**config.mk**
```make
export PLATFORM = sky130hd
export DESIGN_NAME = position_pid_integral_separation
export DESIGN_NICKNAME = d
export VERILOG_FILES = /design/src/rtl/core/ppis_pkg.sv /design/src/rtl/core/ppis_csr.sv /design/src/rtl/core/ppis_seq.sv /design/src/rtl/core/ppis_dp.sv /design/src/rtl/core/position_pid_integral_separation.sv
export VERILOG_INCLUDE_DIRS = /design/src /design/src/rtl/core
export SDC_FILE = /design/constraint.sdc
export NUM_CORES = 2
export LEC_CHECK = 0
export ABC_AREA = 1
export BUFFER_PORTS_ARGS = -buffer_cell sky130_fd_sc_hd__buf_2
export CORE_ASPECT_RATIO = 0.9
export CORE_UTILIZATION = 55
export DETAILED_ROUTE_END_ITERATION = 12
export PLACE_DENSITY_LB_ADDON = 0.12
export SETUP_SLACK_MARGIN = 0.02
export SLEW_MARGIN = 0
export SYNTH_ARGS = -nofsm -noshare
export SYNTH_HDL_FRONTEND = slang
export SYNTH_HIERARCHICAL = 1
export SYNTH_SLANG_ARGS = --single-unit
```
**constraint.sdc**
```tcl
create_clock -name clock -period 17.6 [get_ports clock]
set_clock_uncertainty 0.1 [all_clocks]
set_input_delay 1.76 -clock clock [delete_from_list [all_inputs] [get_ports clock]]
set_output_delay 1.76 -clock clock [all_outputs]
set_load 0.01 [all_outputs]
```
**src/rtl/core/position_pid_integral_separation_macros.svh**
```systemverilog
// ----------------------------------------------------------------------------
// position_pid_integral_separation assertion macros
// shared concurrent assertion forms, sampled on clock, masked by reset
// ----------------------------------------------------------------------------
`ifndef POSITION_PID_INTEGRAL_SEPARATION_MACROS_SVH
`define POSITION_PID_INTEGRAL_SEPARATION_MACROS_SVH

// same-cycle implication
`define PPIS_ASSERT_NOW(label, ante, cons, msg) \
   label: assert property (@(posedge clock) disable iff (reset) (ante) |-> (cons)) \
      else $error(msg);

// next-cycle implication
`define PPIS_ASSERT_NEXT(label, ante, cons, msg) \
   label: assert property (@(posedge clock) disable iff (reset) (ante) |=> (cons)) \
      else $error(msg);

`endif

```
**src/rtl/core/ppis_pkg.sv**
```systemverilog
// ----------------------------------------------------------------------------
// ppis_pkg
// types, widths, control word layout and microprogram of the pid core
// ----------------------------------------------------------------------------
package ppis_pkg;

   localparam int DATA_W      = 16;
   localparam int ERR_W       = DATA_W + 1;
   localparam int DIFF_W      = DATA_W + 2;
   localparam int GAIN_W      = 16;
   localparam int GAIN_FRAC   = 8;
   localparam int SUM_W       = 32;
   localparam int LIMIT_W     = 31;
   localparam int OUT_LIM_W   = 15;
   localparam int DRIVE_W     = 16;
   localparam int THR_W       = 16;
   localparam int WEIGHT_W    = 17;
   localparam int WEIGHT_FRAC = 16;
   localparam int WEIGHT_ONE  = 65536;
   localparam int MUL_A_W     = 33;
   localparam int MUL_B_W     = 17;
   localparam int PROD_W      = MUL_A_W + MUL_B_W;
   localparam int ACC_W       = 50;
   localparam int REQ_W       = 2 * DATA_W;
   localparam int CSR_IDX_W   = 3;
   localparam int CSR_DATA_W  = 32;
   localparam int PC_W        = 4;
   localparam int DIV_STEPS   = WEIGHT_W;
   localparam int CNT_W       = 5;

   typedef enum logic [CSR_IDX_W-1:0] {
      REG_GAIN_P,
      REG_GAIN_I,
      REG_GAIN_D,
      REG_INTEGRAL_LIMIT,
      REG_OUTPUT_LIMIT,
      REG_SEPARATION_ON,
      REG_BEGIN_THRESHOLD,
      REG_FULL_THRESHOLD
   } csr_reg_type;

   typedef struct packed {
      logic [GAIN_W-1:0]    gain_p;
      logic [GAIN_W-1:0]    gain_i;
      logic [GAIN_W-1:0]    gain_d;
      logic [LIMIT_W-1:0]   integral_limit;
      logic [OUT_LIM_W-1:0] output_limit;
      logic                 separation_on;
      logic [THR_W-1:0]     begin_threshold;
      logic [THR_W-1:0]     full_threshold;
   } cfg_type;

   typedef enum logic [2:0] {
      S_NOP,
      S_ERR,
      S_CLASS,
      S_SUM,
      S_DIV,
      S_OUT
   } step_op_type;

   typedef enum logic [1:0] {
      MA_WEIGHT,
      MA_ERR,
      MA_DIFF,
      MA_SUM
   } mul_a_type;

   typedef enum logic [2:0] {
      MB_GAIN_P,
      MB_GAIN_I,
      MB_GAIN_D,
      MB_T_LO,
      MB_T_HI
   } mul_b_type;

   typedef enum logic [1:0] {
      ACC_HOLD,
      ACC_CLEAR,
      ACC_ADD,
      ACC_ADD_SHR
   } acc_op_type;

   typedef enum logic [1:0] {
      BR_NEXT,
      BR_SKIP,
      BR_LOOP,
      BR_DONE
   } branch_type;

   typedef struct packed {
      step_op_type      step_op;
      mul_a_type        mul_a;
      mul_b_type        mul_b;
      logic             mul_en;
      acc_op_type       acc_op;
      logic             t_load;
      branch_type       branch;
      logic [PC_W-1:0]  target;
   } ucode_type;

   typedef struct packed {
      ucode_type word;
      logic      fire;
      logic      load;
   } ctl_type;

   typedef struct packed {
      logic band;
      logic out_free;
   } stat_type;

   localparam logic [PC_W-1:0] PC_ERR   = PC_W'(0);
   localparam logic [PC_W-1:0] PC_CLASS = PC_W'(1);
   localparam logic [PC_W-1:0] PC_SUM   = PC_W'(2);
   localparam logic [PC_W-1:0] PC_DIV   = PC_W'(3);
   localparam logic [PC_W-1:0] PC_MGW   = PC_W'(4);
   localparam logic [PC_W-1:0] PC_MP    = PC_W'(5);
   localparam logic [PC_W-1:0] PC_MD    = PC_W'(6);
   localparam logic [PC_W-1:0] PC_MIL   = PC_W'(7);
   localparam logic [PC_W-1:0] PC_MIH   = PC_W'(8);
   localparam logic [PC_W-1:0] PC_ACC   = PC_W'(9);
   localparam logic [PC_W-1:0] PC_OUT   = PC_W'(10);

   function automatic ucode_type uw(
      input step_op_type     s,
      input mul_a_type       a,
      input mul_b_type       b,
      input logic            m,
      input acc_op_type      c,
      input logic            t,
      input branch_type      br,
      input logic [PC_W-1:0] tg
   );
      ucode_type w;
      w.step_op = s;
      w.mul_a   = a;
      w.mul_b   = b;
      w.mul_en  = m;
      w.acc_op  = c;
      w.t_load  = t;
      w.branch  = br;
      w.target  = tg;
      return w;
   endfunction

   // each product is registered and taken by the next step: t_load or the accumulator
   function automatic ucode_type ucode_rom(input logic [PC_W-1:0] pc);
      ucode_type w;
      case (pc)
         PC_ERR:   w = uw(S_ERR, MA_ERR, MB_GAIN_P, 1'b0, ACC_HOLD, 1'b0, BR_NEXT, PC_ERR);
         PC_CLASS: w = uw(S_CLASS, MA_ERR, MB_GAIN_P, 1'b0, ACC_HOLD, 1'b0, BR_NEXT, PC_ERR);
         PC_SUM:   w = uw(S_SUM, MA_ERR, MB_GAIN_P, 1'b0, ACC_HOLD, 1'b0, BR_SKIP, PC_MGW);
         PC_DIV:   w = uw(S_DIV, MA_ERR, MB_GAIN_P, 1'b0, ACC_HOLD, 1'b0, BR_LOOP, PC_DIV);
         PC_MGW:   w = uw(S_NOP, MA_WEIGHT, MB_GAIN_I, 1'b1, ACC_CLEAR, 1'b0, BR_NEXT, PC_ERR);
         PC_MP:    w = uw(S_NOP, MA_ERR, MB_GAIN_P, 1'b1, ACC_HOLD, 1'b1, BR_NEXT, PC_ERR);
         PC_MD:    w = uw(S_NOP, MA_DIFF, MB_GAIN_D, 1'b1, ACC_ADD, 1'b0, BR_NEXT, PC_ERR);
         PC_MIL:   w = uw(S_NOP, MA_SUM, MB_T_LO, 1'b1, ACC_ADD, 1'b0, BR_NEXT, PC_ERR);
         PC_MIH:   w = uw(S_NOP, MA_SUM, MB_T_HI, 1'b1, ACC_ADD_SHR, 1'b0, BR_NEXT, PC_ERR);
         PC_ACC:   w = uw(S_NOP, MA_ERR, MB_GAIN_P, 1'b0, ACC_ADD, 1'b0, BR_NEXT, PC_ERR);
         PC_OUT:   w = uw(S_OUT, MA_ERR, MB_GAIN_P, 1'b0, ACC_HOLD, 1'b0, BR_DONE, PC_ERR);
         default:  w = uw(S_NOP, MA_ERR, MB_GAIN_P, 1'b0, ACC_HOLD, 1'b0, BR_NEXT, PC_ERR);
      endcase
      return w;
   endfunction

endpackage

```
**src/rtl/core/ppis_csr.sv**
```systemverilog
// ----------------------------------------------------------------------------
// ppis_csr
// configuration register file, one register per write beat
// ----------------------------------------------------------------------------
module ppis_csr (
   input  logic                            clock,
   input  logic                            reset,
   input  logic                            csr_valid,
   output logic                            csr_ready,
   input  logic [ppis_pkg::CSR_IDX_W-1:0]  csr_index,
   input  logic [ppis_pkg::CSR_DATA_W-1:0] csr_data,
   output ppis_pkg::cfg_type               cfg
);
   import ppis_pkg::*;

   cfg_type cfg_ff;
   cfg_type cfg_in;

   assign csr_ready = 1'b1;
   assign cfg       = cfg_ff;

   always_comb begin
      cfg_in = cfg_ff;
      if (csr_valid) begin
         case (csr_reg_type'(csr_index))
            REG_GAIN_P:          cfg_in.gain_p          = csr_data[GAIN_W-1:0];
            REG_GAIN_I:          cfg_in.gain_i          = csr_data[GAIN_W-1:0];
            REG_GAIN_D:          cfg_in.gain_d          = csr_data[GAIN_W-1:0];
            REG_INTEGRAL_LIMIT:  cfg_in.integral_limit  = csr_data[LIMIT_W-1:0];
            REG_OUTPUT_LIMIT:    cfg_in.output_limit    = csr_data[OUT_LIM_W-1:0];
            REG_SEPARATION_ON:   cfg_in.separation_on   = csr_data[0];
            REG_BEGIN_THRESHOLD: cfg_in.begin_threshold = csr_data[THR_W-1:0];
            REG_FULL_THRESHOLD:  cfg_in.full_threshold  = csr_data[THR_W-1:0];
            default: ;
         endcase
      end
   end

   always_ff @(posedge clock) begin
      if (reset) begin
         cfg_ff.gain_p          <= '0;
         cfg_ff.gain_i          <= '0;
         cfg_ff.gain_d          <= '0;
         cfg_ff.integral_limit  <= '0;
         cfg_ff.output_limit    <= '1;
         cfg_ff.separation_on   <= 1'b0;
         cfg_ff.begin_threshold <= '1;
         cfg_ff.full_threshold  <= '0;
      end else begin
         cfg_ff <= cfg_in;
      end
   end

endmodule

```
**src/rtl/core/ppis_seq.sv**
```systemverilog
// ----------------------------------------------------------------------------
// ppis_seq
// microprogram sequencer: step counter, loop counter and branch logic
// ----------------------------------------------------------------------------
`include "position_pid_integral_separation_macros.svh"

module ppis_seq (
   input  logic               clock,
   input  logic               reset,
   input  logic               req_tvalid,
   output logic               req_tready,
   input  ppis_pkg::stat_type stat,
   output ppis_pkg::ctl_type  ctl
);
   import ppis_pkg::*;

   logic             busy_ff;
   logic             busy_in;
   logic [PC_W-1:0]  pc_ff;
   logic [PC_W-1:0]  pc_in;
   logic [CNT_W-1:0] cnt_ff;
   logic [CNT_W-1:0] cnt_in;
   ucode_type        word_w;
   logic             fire_w;

   assign word_w     = ucode_rom(pc_ff);
   assign fire_w     = busy_ff && ((word_w.branch != BR_DONE) || stat.out_free);
   assign req_tready = !busy_ff;
   assign ctl.word   = word_w;
   assign ctl.fire   = fire_w;
   assign ctl.load   = req_tvalid && !busy_ff;

   always_comb begin
      busy_in = busy_ff;
      pc_in   = pc_ff;
      cnt_in  = cnt_ff;
      if (!busy_ff) begin
         if (req_tvalid) begin
            busy_in = 1'b1;
            pc_in   = PC_ERR;
            cnt_in  = '0;
         end
      end else if (fire_w) begin
         case (word_w.branch)
            BR_NEXT: pc_in = pc_ff + PC_W'(1);
            BR_SKIP: pc_in = stat.band ? pc_ff + PC_W'(1) : word_w.target;
            BR_LOOP: begin
               if (cnt_ff == CNT_W'(DIV_STEPS - 1)) begin
                  cnt_in = '0;
                  pc_in  = pc_ff + PC_W'(1);
               end else begin
                  cnt_in = cnt_ff + CNT_W'(1);
                  pc_in  = word_w.target;
               end
            end
            BR_DONE: begin
               busy_in = 1'b0;
               pc_in   = PC_ERR;
            end
            default: ;
         endcase
      end
   end

   always_ff @(posedge clock) begin
      if (reset) begin
         busy_ff <= 1'b0;
         pc_ff   <= PC_ERR;
         cnt_ff  <= '0;
      end else begin
         busy_ff <= busy_in;
         pc_ff   <= pc_in;
         cnt_ff  <= cnt_in;
      end
   end

   `PPIS_ASSERT_NOW(a_seq_pc_range, busy_ff, pc_ff <= PC_OUT, "step counter beyond program")
   `PPIS_ASSERT_NOW(a_seq_cnt_div, cnt_ff != '0, pc_ff == PC_DIV, "loop count outside divide")
   `PPIS_ASSERT_NEXT(a_seq_load, ctl.load, busy_ff && pc_ff == PC_ERR, "beat not started")

endmodule

```
**src/rtl/core/ppis_dp.sv**
```systemverilog
// ----------------------------------------------------------------------------
// ppis_dp
// datapath: error, weight divider, shared multiplier, accumulator, result
// ----------------------------------------------------------------------------
`include "position_pid_integral_separation_macros.svh"

module ppis_dp (
   input  logic                        clock,
   input  logic                        reset,
   input  ppis_pkg::ctl_type           ctl,
   input  ppis_pkg::cfg_type           cfg,
   input  logic [ppis_pkg::REQ_W-1:0]  req_tdata,
   output ppis_pkg::stat_type          stat,
   output logic                        rsp_tvalid,
   input  logic                        rsp_tready,
   output logic [ppis_pkg::DRIVE_W-1:0] rsp_tdata
);
   import ppis_pkg::*;

   logic signed [DATA_W-1:0]  target_ff, target_in;
   logic signed [DATA_W-1:0]  measured_ff, measured_in;
   logic signed [ERR_W-1:0]   err_ff, err_in;
   logic signed [ERR_W-1:0]   prev_err_ff, prev_err_in;
   logic signed [DIFF_W-1:0]  diff_ff, diff_in;
   logic signed [SUM_W-1:0]   error_sum_ff, error_sum_in;
   logic                      band_ff, band_in;
   logic                      add_ff, add_in;
   logic [WEIGHT_W-1:0]       weight_ff, weight_in;
   logic [WEIGHT_W-1:0]       rem_ff, rem_in;
   logic [THR_W-1:0]          span_ff, span_in;
   logic [SUM_W-1:0]          t_ff, t_in;
   logic signed [PROD_W-1:0]  prod_ff, prod_in;
   logic signed [ACC_W-1:0]   acc_ff, acc_in;
   logic                      rsp_valid_ff, rsp_valid_in;
   logic [DRIVE_W-1:0]        rsp_data_ff, rsp_data_in;

   logic [ERR_W-1:0]          mag_w;
   logic [ERR_W-1:0]          begin_w;
   logic [ERR_W-1:0]          full_w;
   logic [WEIGHT_W-1:0]       trial_w;
   logic                      ge_w;
   logic signed [SUM_W:0]     sum_w;
   logic signed [SUM_W:0]     ilim_w;
   logic signed [ACC_W-1:0]   shift_w;
   logic signed [ACC_W-1:0]   olim_w;
   logic signed [DRIVE_W-1:0] drive_w;
   logic signed [DRIVE_W-1:0] olim16_w;
   logic signed [MUL_A_W-1:0] mul_a_w;
   logic signed [MUL_B_W-1:0] mul_b_w;

   assign mag_w   = err_ff[ERR_W-1] ? ERR_W'(-err_ff) : ERR_W'(err_ff);
   assign begin_w = ERR_W'(cfg.begin_threshold);
   assign full_w  = ERR_W'(cfg.full_threshold);

   // restoring divide, one quotient bit per step
   assign ge_w    = rem_ff >= WEIGHT_W'(span_ff);
   assign trial_w = ge_w ? rem_ff - WEIGHT_W'(span_ff) : rem_ff;

   assign sum_w   = (SUM_W+1)'(error_sum_ff) + (add_ff ? (SUM_W+1)'(err_ff) : '0);
   assign ilim_w  = $signed((SUM_W+1)'(cfg.integral_limit));

   assign shift_w  = acc_ff >>> GAIN_FRAC;
   assign olim_w   = $signed(ACC_W'(cfg.output_limit));
   assign olim16_w = $signed(DRIVE_W'(cfg.output_limit));
   assign drive_w  = (shift_w > olim_w) ? olim16_w :
                     (shift_w < -olim_w) ? -olim16_w : shift_w[DRIVE_W-1:0];

   always_comb begin
      case (ctl.word.mul_a)
         MA_WEIGHT: mul_a_w = $signed(MUL_A_W'(weight_ff));
         MA_ERR:    mul_a_w = MUL_A_W'(err_ff);
         MA_DIFF:   mul_a_w = MUL_A_W'(diff_ff);
         MA_SUM:    mul_a_w = MUL_A_W'(error_sum_ff);
         default:   mul_a_w = '0;
      endcase
      case (ctl.word.mul_b)
         MB_GAIN_P: mul_b_w = $signed({1'b0, cfg.gain_p});
         MB_GAIN_I: mul_b_w = $signed({1'b0, cfg.gain_i});
         MB_GAIN_D: mul_b_w = $signed({1'b0, cfg.gain_d});
         MB_T_LO:   mul_b_w = $signed({1'b0, t_ff[WEIGHT_FRAC-1:0]});
         MB_T_HI:   mul_b_w = $signed({1'b0, t_ff[SUM_W-1:WEIGHT_FRAC]});
         default:   mul_b_w = '0;
      endcase
   end

   always_comb begin
      target_in    = target_ff;
      measured_in  = measured_ff;
      err_in       = err_ff;
      prev_err_in  = prev_err_ff;
      diff_in      = diff_ff;
      error_sum_in = error_sum_ff;
      band_in      = band_ff;
      add_in       = add_ff;
      weight_in    = weight_ff;
      rem_in       = rem_ff;
      span_in      = span_ff;
      t_in         = t_ff;
      prod_in      = prod_ff;
      acc_in       = acc_ff;
      rsp_valid_in = rsp_valid_ff && !rsp_tready;
      rsp_data_in  = rsp_data_ff;
      if (ctl.load) begin
         target_in   = req_tdata[DATA_W-1:0];
         measured_in = req_tdata[REQ_W-1:DATA_W];
      end
      if (ctl.fire) begin
         case (ctl.word.step_op)
            S_ERR: err_in = ERR_W'(target_ff) - ERR_W'(measured_ff);
            S_CLASS: begin
               rem_in  = begin_w - mag_w;
               span_in = cfg.begin_threshold - cfg.full_threshold;
               band_in = 1'b0;
               add_in  = 1'b1;
               weight_in = WEIGHT_W'(WEIGHT_ONE);
               if (cfg.separation_on) begin
                  if (mag_w > begin_w) begin
                     weight_in = '0;
                     add_in    = 1'b0;
                  end else if (mag_w < full_w) begin
                     weight_in = WEIGHT_W'(WEIGHT_ONE);
                  end else if (cfg.begin_threshold == cfg.full_threshold) begin
                     weight_in = WEIGHT_W'(WEIGHT_ONE);
                  end else begin
                     weight_in = '0;
                     band_in   = 1'b1;
                  end
               end
            end
            S_SUM: begin
               if (sum_w > ilim_w) begin
                  error_sum_in = ilim_w[SUM_W-1:0];
               end else if (sum_w < -ilim_w) begin
                  error_sum_in = SUM_W'(-ilim_w);
               end else begin
                  error_sum_in = sum_w[SUM_W-1:0];
               end
               diff_in     = DIFF_W'(err_ff) - DIFF_W'(prev_err_ff);
               prev_err_in = err_ff;
            end
            S_DIV: begin
               rem_in    = {trial_w[WEIGHT_W-2:0], 1'b0};
               weight_in = {weight_ff[WEIGHT_W-2:0], ge_w};
            end
            S_OUT: begin
               rsp_valid_in = 1'b1;
               rsp_data_in  = drive_w;
            end
            default: ;
         endcase
         if (ctl.word.mul_en) begin
            prod_in = PROD_W'(mul_a_w * mul_b_w);
         end
         if (ctl.word.t_load) begin
            t_in = prod_ff[SUM_W-1:0];
         end
         case (ctl.word.acc_op)
            ACC_CLEAR:   acc_in = '0;
            ACC_ADD:     acc_in = acc_ff + ACC_W'(prod_ff);
            ACC_ADD_SHR: acc_in = acc_ff + ACC_W'(prod_ff >>> WEIGHT_FRAC);
            default: ;
         endcase
      end
   end

   always_ff @(posedge clock) begin
      if (reset) begin
         rsp_valid_ff <= 1'b0;
         error_sum_ff <= '0;
         prev_err_ff  <= '0;
      end else begin
         rsp_valid_ff <= rsp_valid_in;
         error_sum_ff <= error_sum_in;
         prev_err_ff  <= prev_err_in;
      end
   end

   always_ff @(posedge clock) begin
      target_ff   <= target_in;
      measured_ff <= measured_in;
      err_ff      <= err_in;
      diff_ff     <= diff_in;
      band_ff     <= band_in;
      add_ff      <= add_in;
      weight_ff   <= weight_in;
      rem_ff      <= rem_in;
      span_ff     <= span_in;
      t_ff        <= t_in;
      prod_ff     <= prod_in;
      acc_ff      <= acc_in;
      rsp_data_ff <= rsp_data_in;
   end

   assign stat.band     = band_ff;
   assign stat.out_free = !rsp_valid_ff || rsp_tready;
   assign rsp_tvalid    = rsp_valid_ff;
   assign rsp_tdata     = rsp_data_ff;

   `PPIS_ASSERT_NEXT(a_dp_sum_clamp, ctl.fire && ctl.word.step_op == S_SUM, (SUM_W+1)'(error_sum_ff) <= ilim_w && (SUM_W+1)'(error_sum_ff) >= -ilim_w, "integral outside limit")
   `PPIS_ASSERT_NOW(a_dp_weight, ctl.fire && ctl.word.step_op == S_OUT, weight_ff <= WEIGHT_W'(WEIGHT_ONE), "weight above one")
   `PPIS_ASSERT_NEXT(a_dp_drive, ctl.fire && ctl.word.step_op == S_OUT, rsp_valid_ff && $signed(rsp_data_ff) <= olim16_w && $signed(rsp_data_ff) >= -olim16_w, "drive beat wrong")

endmodule

```
**src/rtl/core/position_pid_integral_separation.sv**
```systemverilog
// ----------------------------------------------------------------------------
// position_pid_integral_separation
// positional pid step with integral separation, microcoded datapath
//
//   channel   dir   handshake             payload
//   req_      in    req_tvalid/tready     tdata: target, measured
//   rsp_      out   rsp_tvalid/tready     tdata: drive
//   csr_      in    csr_valid/ready       csr_index, csr_data
//
// a beat is taken only when no earlier beat is in progress. the 17-step
// restoring divider forming the integral weight runs only when the error
// lies in the separation band; the result appears the cycle after the last
// step. synchronous reset clears sequencer state, integral sum, previous
// error and result valid, and sets config defaults. a beat is taken while a
// result waits; its last step holds until the result register is free.
// ----------------------------------------------------------------------------
module position_pid_integral_separation (
   input  logic                            clock,
   input  logic                            reset,
   input  logic                            req_tvalid,
   output logic                            req_tready,
   input  logic [ppis_pkg::REQ_W-1:0]      req_tdata,   // target, measured
   output logic                            rsp_tvalid,
   input  logic                            rsp_tready,
   output logic [ppis_pkg::DRIVE_W-1:0]    rsp_tdata,   // drive
   input  logic                            csr_valid,
   output logic                            csr_ready,
   input  logic [ppis_pkg::CSR_IDX_W-1:0]  csr_index,
   input  logic [ppis_pkg::CSR_DATA_W-1:0] csr_data
);
   import ppis_pkg::*;

   cfg_type  cfg;
   ctl_type  ctl;
   stat_type stat;

   ppis_csr u_csr (
      .clock     (clock),
      .reset     (reset),
      .csr_valid (csr_valid),
      .csr_ready (csr_ready),
      .csr_index (csr_index),
      .csr_data  (csr_data),
      .cfg       (cfg)
   );

   ppis_seq u_seq (
      .clock      (clock),
      .reset      (reset),
      .req_tvalid (req_tvalid),
      .req_tready (req_tready),
      .stat       (stat),
      .ctl        (ctl)
   );

   ppis_dp u_dp (
      .clock      (clock),
      .reset      (reset),
      .ctl        (ctl),
      .cfg        (cfg),
      .req_tdata  (req_tdata),
      .stat       (stat),
      .rsp_tvalid (rsp_tvalid),
      .rsp_tready (rsp_tready),
      .rsp_tdata  (rsp_tdata)
   );

endmodule
```
### Word-level counts from Yosys, hierarchy flattened

Memory sizes are Yosys's and may differ from the RTL's. A register that Yosys moved wholly into a read port is not among the register bits.
Cells that the tools add are included.
W data, S select, Z words.

| operators by class | value |
|---|---|
| add/sub/neg operators | 14 |
| multipliers | 1 |
| order comparisons | 7 |
| eq/ne operators | 30 |
| multiplexer cells | 37 |
| bitwise logic cells | 1 |
| reduce and logical (&&, ||, !) cells | 34 |

Operators by type and width:

| cell | number |
|---|---|
| $pmux W50 S3 | 1 |
| $pmux W33 S4 | 1 |
| $mux W17 | 5 |
| $pmux W16 S5 | 1 |
| $pmux W17 S2 | 2 |
| $mux W32 | 2 |
| $add A50 B34 Y50 | 1 |
| $add A50 B50 Y50 | 1 |
| $lt A42 B50 Y1 | 1 |
| $mul A33 B17 Y50 | 1 |
| $neg A15 Y50 | 1 |
| $gt A42 B16 Y1 | 1 |
| $reduce_and A2 Y1 | 17 |
| $add A33 B33 Y33 | 1 |
| $gt A33 B32 Y1 | 1 |
| $lt A33 B33 Y1 | 1 |
| $mux W33 | 1 |
| $neg A31 Y33 | 1 |
| $mux W16 | 2 |
| $sub A16 B16 Y16 | 2 |
| $mux W4 | 7 |
| $mux W5 | 5 |
| $eq A3 B3 Y1 const B | 7 |
| $eq A3 B2 Y1 const B | 6 |
| other kinds (29) | 55 |

| storage, ports and cells | value |
|---|---|
| register bits after elaboration | 454 |
| memory bits (read-only) | 272 |
| input bits | 72 |
| output and inout port bits | 19 |
| logic and storage cells | 153 |
| memories kept | 1 |

Memory list:

| memory | words | bits a word | rd ports | clocked after Yosys merged registers in | wr ports | line | text |
|---|---|---|---|---|---|---|---|
| (name not given) | 16 | 17 | 1 | 1 | 0 | ppis_pkg.sv:150 | `case (pc)` |

### Logic depth before layout (Yosys ltp)

| depth | value |
|---|---|
| depth after elaboration | 8 |
| depth in mapped cells | 36 |
| mapped depth without buffers | 33 |

### By module

The synthesis kept the hierarchy.

Modules (own cells, without submodules):

| module | instances | cells each | area an instance (µm²) | seq. area each (µm²) |
|---|---|---|---|---|
| ppis_dp | 1 | 5883 | 45182.1 | 9018.6 |
| ppis_csr | 1 | 703 | 4957.3 | 2542.4 |
| ppis_seq | 1 | 171 | 1232.4 | 500.5 |

### Least setup slack after synthesis

No wires, ideal clock.

| path | value |
|---|---|
| path kind | reg2reg |
| from | register, netlist name u_seq/word_w[14] |
| to | register u_dp.prod_ff[41] (data pin) |
| setup time | 0.262 ns |
| data arrival time | 6.417 ns |
| required time | 17.238 ns |
| setup slack | 10.821 ns |
| cell stages (with the launch flop) | 32 |
| buffers on the path | 3 |
| period minus slack after synthesis | 6.779 ns |
| path through | dfxtp_1 -> buf_2 -> inv_1 -> nor2_2 -> buf_2 -> nand2_1 -> o2111ai_1 -> o21a_1 -> clkbuf_1 -> nand2_1 -> fa_1 -> inv_1 -> fa_1 -> inv_1 -> fa_1 -> inv_1 -> fa_1 -> fa_1 -> inv_1 -> fa_1 -> inv_1 -> ha_1 -> nand2_1 -> nor2_1 -> inv_1 -> nor4_1 -> nand2_1 -> nand3_1 -> a21oi_1 -> o21ai_0 -> a21oi_1 -> xor2_1 |

| on the way | value |
|---|---|
| cells in the longest elaborated chain, start to end | 3 |
| elaborated cells between the ends (all ways) | 6 |
| those cells by class | mul (1); eq/ne (3); mux (1); reduce/logical (1) |

Ends and longest elaborated chain:

| what | line | text |
|---|---|---|
| $eq A2 B2 Y1, or another cell as far along | ppis_dp.sv:69 | `case (ctl.word.mul_a)` |
| $pmux W33 S4 (*) | ppis_dp.sv:69 |  |
| $mul A33 B17 Y50 (*) | ppis_dp.sv:152 | `prod_in = PROD_W'(mul_a_w * mul_b_w);` |
| end signal: assignment | ppis_dp.sv:189 | `prod_ff <= prod_in;` |
| end: declaration | ppis_dp.sv:32 | `logic signed [PROD_W-1:0] prod_ff, prod_in;` |

Mark *: on every way between the ends. The rest lies on a longest branch, timed or not.
A chain may end at the register's enable or synchronous reset.

### Worst setup path in the final report

| path | value |
|---|---|
| from | register, netlist name u_seq/word_w[14] |
| to | register u_dp.prod_ff[41] (data pin) |

| on the way | value |
|---|---|
| cells in the longest elaborated chain, start to end | 3 |
| elaborated cells between the ends (all ways) | 6 |
| those cells by class | mul (1); eq/ne (3); mux (1); reduce/logical (1) |

Ends and longest elaborated chain:

| what | line |
|---|---|
| $eq A2 B2 Y1, or another cell as far along | ppis_dp.sv:69 |
| $pmux W33 S4 (*) | ppis_dp.sv:69 |
| $mul A33 B17 Y50 (*) | ppis_dp.sv:152 |

Marked as above.

==> flow_summary.ini <==
[timing]
totalNegativeSetupSlack_ps = 0
grt_setup_unrepaired = false
post-route-period-util = 0.502
headroom_to_the_max_slew_limit = 0.0513
final_max_slew_viol_count = 0
final_period_minus_worst_setup_slack_ps = 8830
hold_viol_final = 0
report.final.setup_viol = 0
worstMarginPinSlew_ps = 1410
fmax_mhz = 113
fin_worst_hold_slack_ps = 303

[critical_path]
regToRegEndpoint = u_dp/prod_ff[41]
critical_path_buf_inv_count = 5
start_kind = flop
crit_type = reg2reg
worstReg2RegStart = u_seq/word_w[14]
worst_path_max_delay_cell = sky130_fd_sc_hd__dfxtp_1
timing.critical_path.max_delay_family = adder cells
timing.reg2reg.setup_slack_ps = 8770
path_max_fanout = 18
crit_path_max_incr_delay_ps = 740
cp.required_ps = 17890
crit_path_end_kind = flop
timing.reg2reg.worst_path_depth = 27
path_depth = 27
worstPathArrival_ps = 9130

[clocking]
clock_tree_from_tritoncts = built
clkLatencyLatePin_ps = 660
postCtsSetupRepairBufs = 0
hold_buffers = 0
clk_root_buffer_cell = sky130_fd_sc_hd__clkbuf_16
cts-buffers-inserted = 54
clk_transition_reported_paths_ps = 60
post_cts_resized = 0
clock-sinks = 469
cts_max_path_buffers = 3
h-tree-depth = 2

[drt]
drt_pass1_iterations = 7
detail_route.iter0.violations = 3844
detail_route.drc_violations = 0
wl_um = 152000
vias_per_cell = 5.53
detail-route-antenna-nets = 0
vias = 44500
wire_per_inst_um = 18.9

[power]
total_leakage_power_nw = 27.2
max_ir_drop_vdd_uv = 79.7
finalPower_mw = 3.62
power_density_nw_per_um2 = 66.0

[placement]
placed_cells = 7945
gp_congestion = 0.987
dp_hpwl_um = 121000
io_buffers = 88

[cells_and_area]
final_core_utilization = 0.597
num_antenna_cells = 0
drive_gt1_frac = 0.0503
finish.net_count = 7774
flow.area_growth_from_synthesis_pct = 6.81
post_layout_nonfiller_instances = 8045

[synthesis]
synth_fp_nets = 7757
synthesis.instances = 6754
post_synth.cell_area_avg_um2 = 7.60
ys.warnings.count = 6
post_synth_instance_area_um2 = 51400

[job]
max_cap_viol_count = 0

[min_path]
worstHoldPathType = reg2reg
whs_path_depth = 0
worstHoldStart = u_dp/prod_ff[1]
worstHoldEndpoint = u_dp/t_ff[1]

[die]
io-pin-count = 91
floorplan.rows = 105
chip_width_um = 324
initial_core_util = 0.559
core_area_um2 = 91800
die-area_um2 = 94600
die_y_extent_um = 292

[global_route]
grt_first_pass_wirelength_um = 239000
grt.overflow.total = 0
antenna_found_initial = 1
maximum_number_of_pins_on_one_net_before_global_route_repair = 111
grt.total_usage = 0.326
first_global_vias = 43300

[status]
outcome = finished, final reports clean
==> metrics by stage <==
step                instance area [um2]  worst slack, ps
detailed placement                53000             8910
floorplan                         51400            10820
finish                            54900             8770
CTS                               54900             8910
global route                      54900             8280
global placement                  53000             9030
==> cell type report <==
class                   count  area [um2]
clock buffers              71        1550
repair buffers            150         906
fillers                  8462       37000
inverters                1304        4900
clock inverters            29         308
multi-input cells        4792       33600
flip-flops and latches    469       12100
well taps                1230        1540
==> how the worst max path moves through the flow <==
stage	startpoint	end	slack [ps]
detailed placement	u_seq/word_w[14]	u_dp/prod_ff[41]	8910
global route	u_seq/word_w[14]	u_dp/prod_ff[41]	8280
finish	u_seq/word_w[14]	u_dp/prod_ff[41]	8770
floorplan	u_seq/word_w[14]	u_dp/prod_ff[41]	10820
CTS	u_seq/word_w[14]	u_dp/prod_ff[41]	8910
global placement	u_seq/word_w[14]	u_dp/prod_ff[41]	9030
==> power by group <==
group	total (mW)	leakage [nW]	internal [mW]	switching [mW]
clock	1.17	0.915	0.672	0.497
combinational	1.22	22.1	0.407	0.809
sequential	1.24	4.17	1.21	0.0269
==> registers in the layout, indices dropped and copies added (netlist names), 16 cells and up <==
name and count:
u_dp/rem_ff 17, u_dp/error_sum_ff 32, u_dp/span_ff 16, u_dp/rsp_tdata 16, u_dp/measured_ff 16, u_dp/weight_ff 17, u_dp/acc_ff 50, u_dp/prev_err_ff 17
u_dp/target_ff 16, u_dp/diff_ff 18, u_dp/t_ff 32, u_dp/prod_ff 50, u_csr/cfg 127, u_dp/err_ff 17
==> cells in the final DEF, fill, tap and decap left out, types with 10 or more instances in the layout <==
cell / instances
sky130_fd_sc_hd__nand3b_1: 18
sky130_fd_sc_hd__nor4_1: 23
sky130_fd_sc_hd__o21ai_0: 220
sky130_fd_sc_hd__xor2_1: 133
sky130_fd_sc_hd__nor2_4: 11
sky130_fd_sc_hd__a31oi_1: 22
sky130_fd_sc_hd__ha_1: 431
sky130_fd_sc_hd__buf_4: 62
sky130_fd_sc_hd__a21o_1: 25
sky130_fd_sc_hd__inv_2: 19
sky130_fd_sc_hd__nor2_1: 717
sky130_fd_sc_hd__or2_2: 10
sky130_fd_sc_hd__nand3_1: 368
sky130_fd_sc_hd__nor3_1: 58
sky130_fd_sc_hd__buf_2: 88
sky130_fd_sc_hd__a21oi_1: 405
sky130_fd_sc_hd__nand4_1: 53
sky130_fd_sc_hd__clkbuf_16: 56
sky130_fd_sc_hd__o21ai_1: 22
sky130_fd_sc_hd__o21bai_1: 21
sky130_fd_sc_hd__clkinv_1: 14
sky130_fd_sc_hd__a211oi_1: 19
sky130_fd_sc_hd__dfxtp_1: 202
sky130_fd_sc_hd__o21a_1: 33
sky130_fd_sc_hd__edfxtp_1: 267
sky130_fd_sc_hd__inv_1: 1271
sky130_fd_sc_hd__a22o_1: 14
sky130_fd_sc_hd__nand2_1: 1516
sky130_fd_sc_hd__xnor2_1: 43
sky130_fd_sc_hd__fa_1: 500
sky130_fd_sc_hd__o2111ai_1: 17
sky130_fd_sc_hd__nand2_2: 17
==> per-layer routing <==
layer | wire [um] | track usage
met1 | 69100 | 0.484
met2 | 64400 | 0.488
met3 | 13900 | 0.0535
met4 | 4630 | 0.0920
met5 | 0 | 0
Note: power is estimated with default switching activity, not from simulation.
